<file path="config.mk">
export PLATFORM = sky130hd
export DESIGN_NAME = button_settings_editor_flat
export DESIGN_NICKNAME = d
export VERILOG_FILES = /design/src/rtl/bse_pkg.sv /design/src/rtl/bse_if.sv /design/src/rtl/bse_edit.sv /design/src/rtl/bse_duration.sv /design/src/rtl/button_settings_editor.sv /design/src/flat_wrapper.sv
export SDC_FILE = /design/constraint.sdc
export NUM_CORES = 2
export LEC_CHECK = 0
export CAP_MARGIN = 0
export CORE_UTILIZATION = 55
export CTS_BUF_LIST = sky130_fd_sc_hd__clkbuf_2
export CTS_CLUSTER_SIZE = 12
export DETAILED_ROUTE_END_ITERATION = 6
export DONT_BUFFER_PORTS = 1
export PLACE_DENSITY = 0.73
export SKIP_CTS_REPAIR_TIMING = 1
export SLEW_MARGIN = 25
export SYNTH_ARGS = -nofsm -noshare
export SYNTH_HDL_FRONTEND = slang
export SYNTH_HIERARCHICAL = 1
export SYNTH_SLANG_ARGS = --single-unit
</file>
<file path="constraint.sdc">
create_clock -name clk -period 7.1 [get_ports clk]
set_clock_uncertainty 0.15 [all_clocks]
set_input_delay 0.71 -clock clk [delete_from_list [all_inputs] [get_ports clk]]
set_output_delay 0.71 -clock clk [all_outputs]
set_load 0.01 [all_outputs]
</file>
<file path="src/rtl/bse_pkg.sv">
// ============================================================================
// Button settings editor package
// Shared types, codes and constants for the button settings editor.
// ============================================================================
package bse_pkg;

    // Field widths.
    localparam int TIME_W   = 32;
    localparam int BTN_W    = 5;
    localparam int FIELD_W  = 3;
    localparam int HOUR_W   = 5;
    localparam int MS_W     = 6;
    localparam int COUNT_W  = 14;
    localparam int TOTAL_H_W = 14;
    localparam int HOLDOFF_W = 16;
    localparam int CFG_IDX_W = 1;
    localparam int CFG_DATA_W = 16;

    // Configuration register indexes.
    localparam logic [CFG_IDX_W-1:0] CFG_HOLDOFF    = 1'd0;
    localparam logic [CFG_IDX_W-1:0] CFG_ACTIVE_LOW = 1'd1;

    // Reset values.
    localparam logic [HOLDOFF_W-1:0] HOLDOFF_RESET    = 16'd250;
    localparam logic                 ACTIVE_LOW_RESET = 1'b1;
    localparam logic                 SAVING_RESET     = 1'b1;
    localparam logic [MS_W-1:0]      LAPSE_SEC_RESET  = 6'd30;
    localparam logic [COUNT_W-1:0]   COUNT_RESET      = 14'd200;

    // Limits.
    localparam logic [HOUR_W-1:0]  HOUR_MAX    = 5'd24;
    localparam logic [MS_W-1:0]    MS_MAX      = 6'd59;
    localparam logic [COUNT_W:0]   COUNT_MAX   = 15'd9999;

    // Constant division by 3600 and by 60 through reciprocal multiplies.
    // The hour quotient may come out one low and is corrected afterwards;
    // the minute quotient is exact for every remainder below 3600.
    localparam logic [14:0] HOUR_RECIP  = 15'd18641;
    localparam int          HOUR_SHIFT  = 26;
    localparam logic [12:0] MIN_RECIP   = 13'd4370;
    localparam int          MIN_SHIFT   = 18;
    localparam logic [11:0] SECS_PER_HOUR = 12'd3600;

    // Decoded button patterns after polarity.
    localparam logic [BTN_W-1:0] PAT_SEL_UP   = 5'd1;
    localparam logic [BTN_W-1:0] PAT_SEL_DOWN = 5'd2;
    localparam logic [BTN_W-1:0] PAT_SEL_BOTH = 5'd3;
    localparam logic [BTN_W-1:0] PAT_UP       = 5'd4;
    localparam logic [BTN_W-1:0] PAT_DOWN     = 5'd8;
    localparam logic [BTN_W-1:0] PAT_SHOOT    = 5'd16;

    // Edit field codes.
    localparam logic [FIELD_W-1:0] FIELD_DELAY_HOUR = 3'd0;
    localparam logic [FIELD_W-1:0] FIELD_DELAY_MIN  = 3'd1;
    localparam logic [FIELD_W-1:0] FIELD_LAPSE_MIN  = 3'd2;
    localparam logic [FIELD_W-1:0] FIELD_LAPSE_SEC  = 3'd3;
    localparam logic [FIELD_W-1:0] FIELD_DIGIT_K    = 3'd4;
    localparam logic [FIELD_W-1:0] FIELD_DIGIT_H    = 3'd5;
    localparam logic [FIELD_W-1:0] FIELD_DIGIT_T    = 3'd6;
    localparam logic [FIELD_W-1:0] FIELD_DIGIT_U    = 3'd7;

    // Settings snapshot carried with each beat.
    typedef struct packed {
        logic               updated;
        logic [FIELD_W-1:0] field_sel;
        logic               saving_on;
        logic               shooting_on;
        logic [HOUR_W-1:0]  delay_hours;
        logic [MS_W-1:0]    delay_minutes;
        logic [MS_W-1:0]    lapse_minutes;
        logic [MS_W-1:0]    lapse_seconds;
        logic [COUNT_W-1:0] shot_count;
    } settings_t;

    // Total duration split into hours, minutes and seconds.
    typedef struct packed {
        logic [TOTAL_H_W-1:0] hours;
        logic [MS_W-1:0]      minutes;
        logic [MS_W-1:0]      seconds;
    } total_t;

    // Weight of the count digit chosen by a digit field.
    function automatic logic [COUNT_W:0] digit_weight(input logic [FIELD_W-1:0] field);
        logic [COUNT_W:0] w;
        case (field)
            FIELD_DIGIT_K: w = 15'd1000;
            FIELD_DIGIT_H: w = 15'd100;
            FIELD_DIGIT_T: w = 15'd10;
            default:       w = 15'd1;
        endcase
        return w;
    endfunction

endpackage

</file>
<file path="src/rtl/bse_if.sv">
// ============================================================================
// Button settings editor channels
// Valid/ready channels for button samples and settings results.
// ============================================================================
interface bse_sample_if;
    logic                        valid;
    logic                        ready;
    logic [bse_pkg::TIME_W-1:0]  time_ms;
    logic [bse_pkg::BTN_W-1:0]   raw_buttons;

    modport source (output valid, output time_ms, output raw_buttons, input ready);
    modport sink   (input valid, input time_ms, input raw_buttons, output ready);
endinterface

interface bse_result_if;
    logic                          valid;
    logic                          ready;
    logic                          updated;
    logic [bse_pkg::FIELD_W-1:0]   field_sel;
    logic                          saving_on;
    logic                          shooting_on;
    logic [bse_pkg::HOUR_W-1:0]    delay_hours;
    logic [bse_pkg::MS_W-1:0]      delay_minutes;
    logic [bse_pkg::MS_W-1:0]      lapse_minutes;
    logic [bse_pkg::MS_W-1:0]      lapse_seconds;
    logic [bse_pkg::COUNT_W-1:0]   shot_count;
    logic [bse_pkg::TOTAL_H_W-1:0] total_hours;
    logic [bse_pkg::MS_W-1:0]      total_minutes;
    logic [bse_pkg::MS_W-1:0]      total_seconds;

    modport source (
        output valid, output updated, output field_sel, output saving_on,
        output shooting_on, output delay_hours, output delay_minutes,
        output lapse_minutes, output lapse_seconds, output shot_count,
        output total_hours, output total_minutes, output total_seconds,
        input ready
    );
    modport sink (
        input valid, input updated, input field_sel, input saving_on,
        input shooting_on, input delay_hours, input delay_minutes,
        input lapse_minutes, input lapse_seconds, input shot_count,
        input total_hours, input total_minutes, input total_seconds,
        output ready
    );
endinterface

</file>
<file path="src/rtl/bse_edit.sv">
// ============================================================================
// Button settings edit stage
// Registers a sample, applies hold-off and pattern decode, updates settings.
// ============================================================================
module bse_edit (
    input  logic                              clk,
    input  logic                              rst_n,
    input  logic                              cfg_we,
    input  logic [bse_pkg::CFG_IDX_W-1:0]     cfg_index,
    input  logic [bse_pkg::CFG_DATA_W-1:0]    cfg_data,
    input  logic                              in_valid,
    output logic                              in_ready,
    input  logic [bse_pkg::TIME_W-1:0]        in_time,
    input  logic [bse_pkg::BTN_W-1:0]         in_raw,
    output logic                              out_valid,
    input  logic                              out_ready,
    output bse_pkg::settings_t                out_settings
);

    logic [bse_pkg::HOLDOFF_W-1:0] holdoff_reg;
    logic                          active_low_reg;

    logic                          a_valid_reg;
    logic [bse_pkg::TIME_W-1:0]    a_time_reg;
    logic [bse_pkg::BTN_W-1:0]     a_raw_reg;

    logic                          b_valid_reg;
    bse_pkg::settings_t            b_settings_reg;

    logic [bse_pkg::TIME_W-1:0]    last_window_reg, last_window_next;
    logic [bse_pkg::FIELD_W-1:0]   field_reg, field_next;
    logic                          saving_reg, saving_next;
    logic                          shooting_reg, shooting_next;
    logic [bse_pkg::HOUR_W-1:0]    dhour_reg, dhour_next;
    logic [bse_pkg::MS_W-1:0]      dmin_reg, dmin_next;
    logic [bse_pkg::MS_W-1:0]      lmin_reg, lmin_next;
    logic [bse_pkg::MS_W-1:0]      lsec_reg, lsec_next;
    logic [bse_pkg::COUNT_W-1:0]   count_reg, count_next;

    logic                          b_free;
    logic                          advance;
    logic [bse_pkg::TIME_W-1:0]    elapsed;
    logic                          window_open;
    logic [bse_pkg::BTN_W-1:0]     pat;
    logic                          upd;
    logic                          edit_up;
    logic                          edit_down;
    logic [bse_pkg::COUNT_W:0]     weight;
    logic [bse_pkg::COUNT_W:0]     nine_w;
    logic [bse_pkg::COUNT_W:0]     cnt;
    logic [bse_pkg::COUNT_W:0]     cnt_edit;
    logic [bse_pkg::MS_W-1:0]      sel_ms;
    logic [bse_pkg::MS_W-1:0]      sel_ms_edit;

    assign b_free   = !b_valid_reg || out_ready;
    assign advance  = a_valid_reg && b_free;
    assign in_ready = !a_valid_reg || b_free;

    assign out_valid    = b_valid_reg;
    assign out_settings = b_settings_reg;

    // Configuration registers.
    always_ff @(posedge clk or negedge rst_n)
    begin
        if (!rst_n)
        begin
            holdoff_reg    <= bse_pkg::HOLDOFF_RESET;
            active_low_reg <= bse_pkg::ACTIVE_LOW_RESET;
        end
        else if (cfg_we)
        begin
            case (cfg_index)
                bse_pkg::CFG_HOLDOFF:    holdoff_reg    <= cfg_data[bse_pkg::HOLDOFF_W-1:0];
                bse_pkg::CFG_ACTIVE_LOW: active_low_reg <= cfg_data[0];
                default: ;
            endcase
        end
    end

    // Edit logic on the registered sample.
    always_comb
    begin
        elapsed     = a_time_reg - last_window_reg;
        window_open = elapsed > {{(bse_pkg::TIME_W-bse_pkg::HOLDOFF_W){1'b0}}, holdoff_reg};
        pat         = active_low_reg ? ~a_raw_reg : a_raw_reg;

        last_window_next = last_window_reg;
        field_next       = field_reg;
        saving_next      = saving_reg;
        shooting_next    = shooting_reg;
        dhour_next       = dhour_reg;
        dmin_next        = dmin_reg;
        lmin_next        = lmin_reg;
        lsec_next        = lsec_reg;
        count_next       = count_reg;
        upd              = 1'b0;
        edit_up          = 1'b0;
        edit_down        = 1'b0;

        if (window_open)
        begin
            last_window_next = a_time_reg;
            upd              = 1'b1;
            case (pat)
                bse_pkg::PAT_SEL_UP:   field_next    = field_reg + 1'b1;
                bse_pkg::PAT_SEL_DOWN: field_next    = field_reg - 1'b1;
                bse_pkg::PAT_SEL_BOTH: saving_next   = !saving_reg;
                bse_pkg::PAT_UP:       edit_up       = 1'b1;
                bse_pkg::PAT_DOWN:     edit_down     = 1'b1;
                bse_pkg::PAT_SHOOT:    shooting_next = !shooting_reg;
                default:               upd           = 1'b0;
            endcase
        end

        // Minute/second field with wrap at sixty.
        case (field_reg)
            bse_pkg::FIELD_DELAY_MIN: sel_ms = dmin_reg;
            bse_pkg::FIELD_LAPSE_MIN: sel_ms = lmin_reg;
            default:                  sel_ms = lsec_reg;
        endcase
        if (edit_up)
            sel_ms_edit = (sel_ms >= bse_pkg::MS_MAX) ? '0 : sel_ms + 1'b1;
        else
            sel_ms_edit = (sel_ms == '0) ? bse_pkg::MS_MAX : sel_ms - 1'b1;

        // Count digit edit, then clamp to the four-digit range.
        weight = bse_pkg::digit_weight(field_reg);
        nine_w = (weight << 3) + weight;
        cnt    = {1'b0, count_reg};
        if (edit_down && cnt < weight)
            cnt_edit = cnt + nine_w;
        else if (edit_up && cnt >= nine_w && cnt < (nine_w + weight))
            cnt_edit = cnt - nine_w;
        else if (edit_up)
            cnt_edit = cnt + weight;
        else
            cnt_edit = cnt - weight;
        if (cnt_edit > bse_pkg::COUNT_MAX)
            cnt_edit = bse_pkg::COUNT_MAX;

        if (edit_up || edit_down)
        begin
            case (field_reg)
                bse_pkg::FIELD_DELAY_HOUR:
                begin
                    if (edit_up)
                        dhour_next = (dhour_reg >= bse_pkg::HOUR_MAX) ?
                                     bse_pkg::HOUR_MAX : dhour_reg + 1'b1;
                    else
                        dhour_next = (dhour_reg == '0) ? '0 : dhour_reg - 1'b1;
                end
                bse_pkg::FIELD_DELAY_MIN: dmin_next = sel_ms_edit;
                bse_pkg::FIELD_LAPSE_MIN: lmin_next = sel_ms_edit;
                bse_pkg::FIELD_LAPSE_SEC: lsec_next = sel_ms_edit;
                default:                  count_next = cnt_edit[bse_pkg::COUNT_W-1:0];
            endcase
        end
    end

    // Input register and settings state.
    always_ff @(posedge clk or negedge rst_n)
    begin
        if (!rst_n)
        begin
            a_valid_reg     <= 1'b0;
            b_valid_reg     <= 1'b0;
            last_window_reg <= '0;
            field_reg       <= '0;
            saving_reg      <= bse_pkg::SAVING_RESET;
            shooting_reg    <= 1'b0;
            dhour_reg       <= '0;
            dmin_reg        <= '0;
            lmin_reg        <= '0;
            lsec_reg        <= bse_pkg::LAPSE_SEC_RESET;
            count_reg       <= bse_pkg::COUNT_RESET;
        end
        else
        begin
            if (in_ready)
                a_valid_reg <= in_valid;
            if (b_free)
                b_valid_reg <= a_valid_reg;
            if (advance)
            begin
                last_window_reg <= last_window_next;
                field_reg       <= field_next;
                saving_reg      <= saving_next;
                shooting_reg    <= shooting_next;
                dhour_reg       <= dhour_next;
                dmin_reg        <= dmin_next;
                lmin_reg        <= lmin_next;
                lsec_reg        <= lsec_next;
                count_reg       <= count_next;
            end
        end
    end

    // Payload registers.
    always_ff @(posedge clk)
    begin
        if (in_ready)
        begin
            a_time_reg <= in_time;
            a_raw_reg  <= in_raw;
        end
        if (advance)
        begin
            b_settings_reg.updated       <= upd;
            b_settings_reg.field_sel     <= field_next;
            b_settings_reg.saving_on     <= saving_next;
            b_settings_reg.shooting_on   <= shooting_next;
            b_settings_reg.delay_hours   <= dhour_next;
            b_settings_reg.delay_minutes <= dmin_next;
            b_settings_reg.lapse_minutes <= lmin_next;
            b_settings_reg.lapse_seconds <= lsec_next;
            b_settings_reg.shot_count    <= count_next;
        end
    end

endmodule

</file>
<file path="src/rtl/bse_duration.sv">
// ============================================================================
// Button settings duration pipeline
// Computes the total shooting time and splits it into hours, minutes, seconds.
// ============================================================================
module bse_duration (
    input  logic               clk,
    input  logic               rst_n,
    input  logic               in_valid,
    output logic               in_ready,
    input  bse_pkg::settings_t in_settings,
    output logic               out_valid,
    input  logic               out_ready,
    output bse_pkg::settings_t out_settings,
    output bse_pkg::total_t    out_total
);

    localparam int NSTAGE = 6;

    logic [NSTAGE-1:0] v_reg;
    logic [NSTAGE:0]   rdy;

    // Stage data: product, rough quotient, raw remainder, corrected split,
    // minutes, then the output register.
    bse_pkg::settings_t s_reg [NSTAGE];

    logic [25:0] prod1_reg;
    logic [25:0] prod2_reg;
    logic [13:0] q2_reg;
    logic [13:0] q3_reg;
    logic [12:0] rem3_reg;
    logic [13:0] h4_reg;
    logic [11:0] rem4_reg;
    logic [13:0] h5_reg;
    logic [11:0] rem5_reg;
    logic [5:0]  m5_reg;
    bse_pkg::total_t tot_reg;

    logic [11:0] base;
    logic [40:0] q_prod;
    logic [25:0] q_times;
    logic [25:0] rem_full;
    logic [24:0] m_prod;
    logic [11:0] m_times;
    logic [11:0] s_full;

    always_comb
    begin
        rdy[NSTAGE] = out_ready;
        for (int k = NSTAGE - 1; k >= 0; k--)
            rdy[k] = !v_reg[k] || rdy[k+1];
    end

    assign in_ready     = rdy[0];
    assign out_valid    = v_reg[NSTAGE-1];
    assign out_settings = s_reg[NSTAGE-1];
    assign out_total    = tot_reg;

    always_comb
    begin
        base     = ({6'd0, in_settings.lapse_minutes} << 6)
                 - ({6'd0, in_settings.lapse_minutes} << 2)
                 + {6'd0, in_settings.lapse_seconds};
        q_prod   = {15'd0, prod1_reg} * {26'd0, bse_pkg::HOUR_RECIP};
        q_times  = {12'd0, q2_reg} * {14'd0, bse_pkg::SECS_PER_HOUR};
        rem_full = prod2_reg - q_times;
        m_prod   = {13'd0, rem4_reg} * {12'd0, bse_pkg::MIN_RECIP};
        m_times  = ({6'd0, m5_reg} << 6) - ({6'd0, m5_reg} << 2);
        s_full   = rem5_reg - m_times;
    end

    always_ff @(posedge clk or negedge rst_n)
    begin
        if (!rst_n)
        begin
            v_reg <= '0;
        end
        else
        begin
            if (rdy[0])
                v_reg[0] <= in_valid;
            for (int k = 1; k < NSTAGE; k++)
            begin
                if (rdy[k])
                    v_reg[k] <= v_reg[k-1];
            end
        end
    end

    always_ff @(posedge clk)
    begin
        if (rdy[0])
        begin
            s_reg[0]  <= in_settings;
            prod1_reg <= {14'd0, base} * {12'd0, in_settings.shot_count};
        end
        if (rdy[1])
        begin
            s_reg[1]  <= s_reg[0];
            prod2_reg <= prod1_reg;
            q2_reg    <= q_prod[bse_pkg::HOUR_SHIFT+13:bse_pkg::HOUR_SHIFT];
        end
        if (rdy[2])
        begin
            s_reg[2] <= s_reg[1];
            q3_reg   <= q2_reg;
            rem3_reg <= rem_full[12:0];
        end
        if (rdy[3])
        begin
            s_reg[3] <= s_reg[2];
            if (rem3_reg >= {1'b0, bse_pkg::SECS_PER_HOUR})
            begin
                h4_reg   <= q3_reg + 1'b1;
                rem4_reg <= rem3_reg[11:0] - bse_pkg::SECS_PER_HOUR;
            end
            else
            begin
                h4_reg   <= q3_reg;
                rem4_reg <= rem3_reg[11:0];
            end
        end
        if (rdy[4])
        begin
            s_reg[4] <= s_reg[3];
            h5_reg   <= h4_reg;
            rem5_reg <= rem4_reg;
            m5_reg   <= m_prod[bse_pkg::MIN_SHIFT+5:bse_pkg::MIN_SHIFT];
        end
        if (rdy[5])
        begin
            s_reg[5]        <= s_reg[4];
            tot_reg.hours   <= h5_reg;
            tot_reg.minutes <= m5_reg;
            tot_reg.seconds <= s_full[5:0];
        end
    end

endmodule

</file>
<file path="src/rtl/button_settings_editor.sv">
// ============================================================================
// Button settings editor
// Debounced button decode and settings editor with total duration report.
// ============================================================================
// The sample channel carries one beat per reading of the five button lines,
// stamped with a free-running millisecond time. Every accepted sample beat
// produces exactly one beat on the result channel, in order, carrying all
// settings after the sample was applied and the total shooting time.
// A new beat is accepted every cycle while the result channel is not stalled.
// The result of a sample passes the input register, the edit stage's result
// register and the duration pipeline stages (multiply, reciprocal quotient,
// remainder, correction, minutes) before the pipeline's output register
// holds the beat. The pipeline stages each hold one beat, so throughput is
// one beat per cycle while the receiver does not stall, set by the settings
// update that the edit stage applies to each beat as it advances.
// When the receiver stalls, beats pile up stage by stage and sample ready
// falls only once every stage is full, so nothing is lost or repeated.
// Reset clears all beats in flight and loads the default settings: saving
// on, lapse of thirty seconds, two hundred shots, hold-off of 250 ms and
// active-low buttons. The configuration port is a plain write port that the
// user writes only while no beat is in flight; the block does not enforce it.
// ============================================================================
module button_settings_editor (
    input  logic                           clk,
    input  logic                           rst_n,
    bse_sample_if.sink                     sample,
    bse_result_if.source                   result,
    input  logic                           cfg_we,
    input  logic [bse_pkg::CFG_IDX_W-1:0]  cfg_index,
    input  logic [bse_pkg::CFG_DATA_W-1:0] cfg_data
);

    // Handshake between the edit stage and the duration pipeline.
    logic               edit_valid;
    logic               edit_ready;
    bse_pkg::settings_t edit_settings;

    bse_pkg::settings_t res_settings;
    bse_pkg::total_t    res_total;

    // Edit stage: hold-off window, pattern decode and settings registers.
    bse_edit u_edit (
        .clk          (clk),
        .rst_n        (rst_n),
        .cfg_we       (cfg_we),
        .cfg_index    (cfg_index),
        .cfg_data     (cfg_data),
        .in_valid     (sample.valid),
        .in_ready     (sample.ready),
        .in_time      (sample.time_ms),
        .in_raw       (sample.raw_buttons),
        .out_valid    (edit_valid),
        .out_ready    (edit_ready),
        .out_settings (edit_settings)
    );

    // Duration pipeline: lapse seconds times shot count, split into h/m/s.
    bse_duration u_duration (
        .clk          (clk),
        .rst_n        (rst_n),
        .in_valid     (edit_valid),
        .in_ready     (edit_ready),
        .in_settings  (edit_settings),
        .out_valid    (result.valid),
        .out_ready    (result.ready),
        .out_settings (res_settings),
        .out_total    (res_total)
    );

    // The output register of the duration pipeline drives the result beat.
    assign result.updated       = res_settings.updated;
    assign result.field_sel     = res_settings.field_sel;
    assign result.saving_on     = res_settings.saving_on;
    assign result.shooting_on   = res_settings.shooting_on;
    assign result.delay_hours   = res_settings.delay_hours;
    assign result.delay_minutes = res_settings.delay_minutes;
    assign result.lapse_minutes = res_settings.lapse_minutes;
    assign result.lapse_seconds = res_settings.lapse_seconds;
    assign result.shot_count    = res_settings.shot_count;
    assign result.total_hours   = res_total.hours;
    assign result.total_minutes = res_total.minutes;
    assign result.total_seconds = res_total.seconds;

endmodule
</file>
<file path="src/flat_wrapper.sv">
// flat-port wrapper written by rule: the top's interface ports become plain ports
module button_settings_editor_flat 
  (clk, rst_n, cfg_we, cfg_index, cfg_data, sample_valid, sample_time_ms, sample_raw_buttons, sample_ready, result_valid, result_updated, result_field_sel, result_saving_on, result_shooting_on, result_delay_hours, result_delay_minutes, result_lapse_minutes, result_lapse_seconds, result_shot_count, result_total_hours, result_total_minutes, result_total_seconds, result_ready);
  bse_sample_if sample_i ();
  bse_result_if result_i ();
  input  logic clk;
  input  logic rst_n;
  input  logic cfg_we;
  input  logic [bse_pkg::CFG_IDX_W-1:0] cfg_index;
  input  logic [bse_pkg::CFG_DATA_W-1:0] cfg_data;
  input wire logic [$bits(sample_i.valid)-1:0] sample_valid;
  input wire logic [$bits(sample_i.time_ms)-1:0] sample_time_ms;
  input wire logic [$bits(sample_i.raw_buttons)-1:0] sample_raw_buttons;
  output wire logic [$bits(sample_i.ready)-1:0] sample_ready;
  output wire logic [$bits(result_i.valid)-1:0] result_valid;
  output wire logic [$bits(result_i.updated)-1:0] result_updated;
  output wire logic [$bits(result_i.field_sel)-1:0] result_field_sel;
  output wire logic [$bits(result_i.saving_on)-1:0] result_saving_on;
  output wire logic [$bits(result_i.shooting_on)-1:0] result_shooting_on;
  output wire logic [$bits(result_i.delay_hours)-1:0] result_delay_hours;
  output wire logic [$bits(result_i.delay_minutes)-1:0] result_delay_minutes;
  output wire logic [$bits(result_i.lapse_minutes)-1:0] result_lapse_minutes;
  output wire logic [$bits(result_i.lapse_seconds)-1:0] result_lapse_seconds;
  output wire logic [$bits(result_i.shot_count)-1:0] result_shot_count;
  output wire logic [$bits(result_i.total_hours)-1:0] result_total_hours;
  output wire logic [$bits(result_i.total_minutes)-1:0] result_total_minutes;
  output wire logic [$bits(result_i.total_seconds)-1:0] result_total_seconds;
  input wire logic [$bits(result_i.ready)-1:0] result_ready;
  assign sample_i.valid = sample_valid;
  assign sample_i.time_ms = sample_time_ms;
  assign sample_i.raw_buttons = sample_raw_buttons;
  assign sample_ready = sample_i.ready;
  assign result_valid = result_i.valid;
  assign result_updated = result_i.updated;
  assign result_field_sel = result_i.field_sel;
  assign result_saving_on = result_i.saving_on;
  assign result_shooting_on = result_i.shooting_on;
  assign result_delay_hours = result_i.delay_hours;
  assign result_delay_minutes = result_i.delay_minutes;
  assign result_lapse_minutes = result_i.lapse_minutes;
  assign result_lapse_seconds = result_i.lapse_seconds;
  assign result_shot_count = result_i.shot_count;
  assign result_total_hours = result_i.total_hours;
  assign result_total_minutes = result_i.total_minutes;
  assign result_total_seconds = result_i.total_seconds;
  assign result_i.ready = result_ready;
  button_settings_editor u_core (.clk(clk), .rst_n(rst_n), .sample(sample_i), .result(result_i), .cfg_we(cfg_we), .cfg_index(cfg_index), .cfg_data(cfg_data));
endmodule
</file>
==> Word level (Yosys, flattened, before mapping) <==
Memories as Yosys holds them, arrays and structs flattened.
Index checks and enable logic that the tools add are counted.
{ "word_totals": {"mem_count": 1, "output_inout_bits": 71, "mem_bits_rw": 258, "elab_cells": 169, "ff_bits": 337, "in_bits": 59} }
{ "classes": {"bitwise": 2, "reduce_logical": 31, "n_mux": 48, "eq_ne": 12, "n_addsub": 20, "mul": 4, "magnitude_cmp": 8} }
{ "mem_list": {"columns": ["name", "words", "word_bits", "rd", "rd_ports_with_merged_regs", "wr", "line", "rtl"], "rows": [
  ["u_core.u_duration.s_reg", 6, 43, 6, 0, 6, "bse_duration.sv:24", "bse_pkg::settings_t s_reg [NSTAGE];"]
]} }
{ "op_table": {"columns": ["op", "n"], "rows": [
  ["two-way mux 14 bit", 4],
  ["two-way mux 6 bit", 9],
  ["two-way mux 15 bit", 3],
  ["multiplier 26 x 15 -> 40 bit (second input constant)", 1],
  ["greater-than comparator 32 x 16 -> 1 bit", 1],
  ["subtractor 32 bit", 1],
  ["adder 14 x 15 -> 15 bit", 2],
  ["adder 15 bit", 2],
  ["< comparator 14 x 15 -> 1 bit", 2],
  ["two-way mux 5 bit", 6],
  ["case mux 10 bit (3 select lines)", 1],
  ["subtractor 14 x 15 -> 15 bit", 2],
  ["multiplier 12 x 14 -> 26 bit", 1],
  ["multiplier 12 x 12 -> 23 bit (second input constant)", 1],
  ["two-way mux 1 bit", 21],
  [">= comparator 14 x 15 -> 1 bit", 1],
  ["greater-than comparator 15 x 14 -> 1 bit (second input constant)", 1],
  ["adder 14 x 1 -> 14 bit (second input constant)", 1],
  ["multiplier 14 x 8 -> 9 bit (second input constant)", 1],
  [">= comparator 13 x 12 -> 1 bit (second input constant)", 1],
  ["subtractor 13 bit", 1],
  ["adder 12 x 6 -> 12 bit", 1],
  ["two-way mux 12 bit", 1],
  ["case mux 6 bit (2 select lines)", 1],
  ["other kinds (33)", 59]
]} }

==> Depth between registers and ports, before layout <==
{ "logic_depth": {"word_depth": 13, "mapped_depth": 30, "mapped_depth_nobuf": 28} }

==> By module <==
Netlist, hierarchy kept.
{ "by_module_without_submodules": {"columns": ["mod", "seq_area_each_um2", "cells_per_inst", "area_per_inst_um2", "n_inst"], "rows": [
  ["bse_duration", 12642.1, 1904, 25856.0, 1],
  ["bse_edit", 4748.3, 1438, 12753.5, 1]
]} }

==> Least setup slack after synthesis <==
Ideal clock, no wire load.
{ "synth_path": {"kind": "in2reg", "start": "in result_ready", "end": "reg u_core.u_edit.b_settings_reg (netlist bit u_core/u_edit/out_settings[0]), enable pin", "n_path_buf": 2, "t_required_ns": 6.416, "path_stages": 9, "setup_ns": 0.534, "setup_slack_ns": -0.448, "t_arrival_ns": 6.864, "cell_sequence": "nor2b_1 > nand3_1 > nor2_1 > nand3_1 > nand2b_1 > nand2_1 > inv_1 > clkbuf_1 > clkbuf_1"} }
{ "synth_via": {"elab_chain_cells": 8} }
{ "synth_rtl": {"columns": ["element", "line", "rtl"], "rows": [
  ["from (decl)", "flat_wrapper.sv:28", "input wire logic [$bits(result_i.ready)-1:0] result_ready;"],
  ["logical OR 1 bit (3 in series)", "bse_duration.sv:50", "rdy[k] = !v_reg[k] || rdy[k+1];"],
  ["net u_core.u_duration.rdy[3]", "bse_duration.sv:20", "logic [NSTAGE:0] rdy;"],
  ["logical OR 1 bit (3 in series)", "bse_duration.sv:50", null],
  ["net u_core.edit_ready", "button_settings_editor.sv:35", "logic edit_ready;"],
  ["logical OR 1 bit", "bse_edit.sv:55", "assign b_free = !b_valid_reg || out_ready;"],
  ["logical AND 1 bit", "bse_edit.sv:56", "assign advance = a_valid_reg && b_free;"],
  ["net u_core.u_edit.advance", "bse_edit.sv:41", "logic advance;"],
  ["to (decl)", "bse_edit.sv:28", "bse_pkg::settings_t b_settings_reg;"]
]} }
The timed path passes the listed nets, and every way through them passes these cells.
A chain may end at the register's enable or synchronous reset.

==> Worst setup path after layout <==
{ "layout_path": {"start": "reg u_core.u_edit.b_settings_reg (netlist bit u_core/u_edit/out_settings[16])", "end": "reg u_core.u_duration.prod1_reg[23], data pin"} }
{ "layout_via": {"elab_chain_cells": 2} }
{ "layout_rtl": {"columns": ["element", "line", "rtl"], "rows": [
  ["adder 12 x 6 -> 12 bit", "bse_duration.sv:62", "+ {6'd0, in_settings.lapse_seconds};"],
  ["multiplier 12 x 14 -> 26 bit", "bse_duration.sv:94", "prod1_reg <= {14'd0, base} * {12'd0, in_settings.shot_count};"],
  ["to (signal assigned)", "bse_duration.sv:94", null],
  ["to (decl)", "bse_duration.sv:26", "logic [25:0] prod1_reg;"]
]} }
No other way between the ends.

==> results.md <==
- Run status: complete, no violations
- Netlist cell types: 91
- Clk root buf: clkbuf_2
- CTS HTree Levels: 4
- CP required: 8.01 ns
- Sequential cell area: 17390 um2
- DRT Wirelength: 84480 um
- MaxCap Viol Count: 0
- EDFF count, synth: 496
- Slew of the pin with the lowest slew margin: 0.9933 ns
- Startpoint type of the worst setup path: flip-flop
- Sequential share of the synthesized area: 45.04%
- Syn. warnings: 6
- Initial Utilization: 55.90%
- Core box area: 69070 um2
- Clk_lat worst skew: 1.34 ns
- Critical path class: reg -> reg
- WL/cell: 17.97 um
- Async SR Flop Fraction: 16.64%
- CP most frequent cell: fa_1
- DR vias/cell: 5.537
- Routed Antenna Nets: 0
- Max Freq: 142.7 MHz
- FILL cells: 5417
- Final Max Tran Viols: 0
- Min-Delay Path Class: in -> reg
- DRC: 0
- DP HPWL: 60690 um
- Cells after synthesis: 3342
- Final Cycle Share: 98.70%
- Die Wd: 267.0 um
- Relative slew slack: 33.58%
- GP Congestion: 0.9158
- Total Routing Usage GR: 23.39%
- CP Capture Type: flip-flop
- Setup WS pre-CTS: -0.1153 ns
- Clock Path Buffers: 3
- Io pins: 130
- Worst path bufs/invs: 4
- Footprint of the multi-input gates: 19580 um2
- Total number of vias: 26036
- Worst Setup Slack, final: 0.09259 ns
- RSZ-0062 raised after global routing: yes
- Initial antenna violation count: 4
- Initial DRC Count: 1715
- GR Util met2: 38.46%
- TritonCTS Sinks: 595
- Delay-heaviest family, CP: adder cells
- IO Port Bufs: 0
- Layout cells sized above 1: 13.66%
- Final core occ: 62.99%
- Chip height: 267.0 um
- Register bit count reported by yosys: 595
- Vias in the first global route: 25655
- Remaining Overflow, GRT: 0
- Synth Cell Area: 38610 um2
- Final setup viols: 0
- Pre-antenna DRT Iters: 5
- Max FO, Critical Path: 6
- First-pass GRT wire length: 130400 um
- Worst-path clk slew: 0.11 ns
- Final Hold Violating Endpoints: 0
- CP arrival: 7.92 ns
- CTS tree: yes
- Worst-case register-to-register setup slack: 0.09 ns
- Largest net degree at the start of global routing: 100
- Ys flop type: edfxtp_1
- Average cell area after synthesis: 11.55 um2
- Period minus WS final: 7.007 ns
- Worst path max stage delay: 0.53 ns
- Met3 usage: 4.465%
- Total CTS buffers: 150
- Area Overhead vs Synth: 12.68%
- Busiest grt layer: met2
- Met1 Usage GRT: 31.14%
- Hold_ws: 0.1842 ns
- Die area: 71260 um2
- Max reg flops: 258
- Std cell rows: 96
- Layout Nets: 4390
- Max stage delay cell, worst path: fa_1
## worst register-to-register path: cells and delay by family (launching register included)
family                     cells  cell delay, ns
and+or+nand+nor                2            0.33
DFF                            1            0.43
adders and majority gates      7            2.91
AOI/OAI and AO/OA             12            2.43
buffers and inverters          4            0.33
xor gates and xnor gates       2            0.25
## per-layer routing
layer / wire length, um / up-vias
li1: - / 12443
met1: 36970 / 12670
met2: 40840 / 762
met3: 4657 / 161
met4: 2011 / 0
met5: 0 / -
## final timing paths
path	startpoint	end	cells past startpoint
worst max-delay path	u_core/u_edit/out_settings[16]	u_core/u_duration/prod1_reg[23]	27
worst min-delay path	result_ready	u_core/u_duration/s_reg[5][36]	3
max in group asynchronous	rst_n	u_core/u_edit/dmin_reg[4]	4
worst max register to register	u_core/u_edit/out_settings[16]	u_core/u_duration/prod1_reg[23]	27
min in group asynchronous	rst_n	u_core/u_edit/active_low_reg	3
worst min register to register	u_core/u_duration/h5_reg[9]	u_core/u_duration/out_total[21]	0
## cell usage in the layout, fill, tap and decap left out, drive strengths merged, types with 127 or more instances in the layout
| cell | synthesis | layout |
|---|---|---|
| ha | 455 | 455 |
| nor2 | 127 | 127 |
| inv | 442 | 449 |
| nand2 | 332 | 332 |
| o21ai | 153 | 153 |
| edfxtp | 496 | 496 |
| dlygate4sd3 | 0 | 129 |
| fa | 215 | 215 |
| a21oi | 140 | 140 |
| clkbuf | 70 | 214 |
## layout make-up
type | count | area share, %
diodes | 2 | 0.01150
clock buffers | 214 | 2.462
clock inverters | 46 | 0.7420
inverters | 442 | 3.814
multi-input cells | 2223 | 45.01
flip-flops and latches | 595 | 39.97
well taps | 931 | 2.678
repair buffers | 249 | 5.306
## stage by stage
step / area [um2] / setup TNS, ns / std cells
final: 43500 / 0 / 4702
after global routing: 43500 / -1.321 / 4702
after floorplan: 38630 / 0 / 3345
after CTS: 41770 / -0.2158 / 4563
after global placement: 40350 / -0.03990 / 4302
after detailed placement: 40370 / -0.2476 / 4303
## cells by family (layout without fill, tap and decap cells)
group,count (synthesis),after routing,share of synthesized area [%]
compound gates,570,570,9.664
other cells,2,7,0.01945
fa+ha+maj,670,670,25.89
buf+inv,527,951,5.201
simple gates,814,814,10.22
mux,40,40,1.147
xor+xnor,124,124,2.813
flops,595,595,45.04
## synth_stat cells, drive strengths merged (16+ instances only)
cell type	count	area [um2]
inv	442	1659
nand2	332	1254
a31oi	19	125.1
or3	18	112.6
xnor2	95	832.1
nor3	44	225.2
edfxtp	496	14890
nand3	43	215.2
dfrtp	84	2102
nand4	32	206.5
a21o	43	322.8
a211oi	20	150.1
ha	455	5693
fa	215	4304
nor2	127	479.2
xor2	29	254.0
and2	68	425.4
o21ai	153	777.0
nand2b	51	319.1
mux2	34	382.9
o21a	26	195.2
nor2b	24	150.1
a21oi	140	708.2
o211ai	16	120.1
nor4	16	106.4
clkbuf	70	262.8
Power is not shown: default switching activity piles up to over one toggle a cycle in this logic, so the estimate is an artifact.
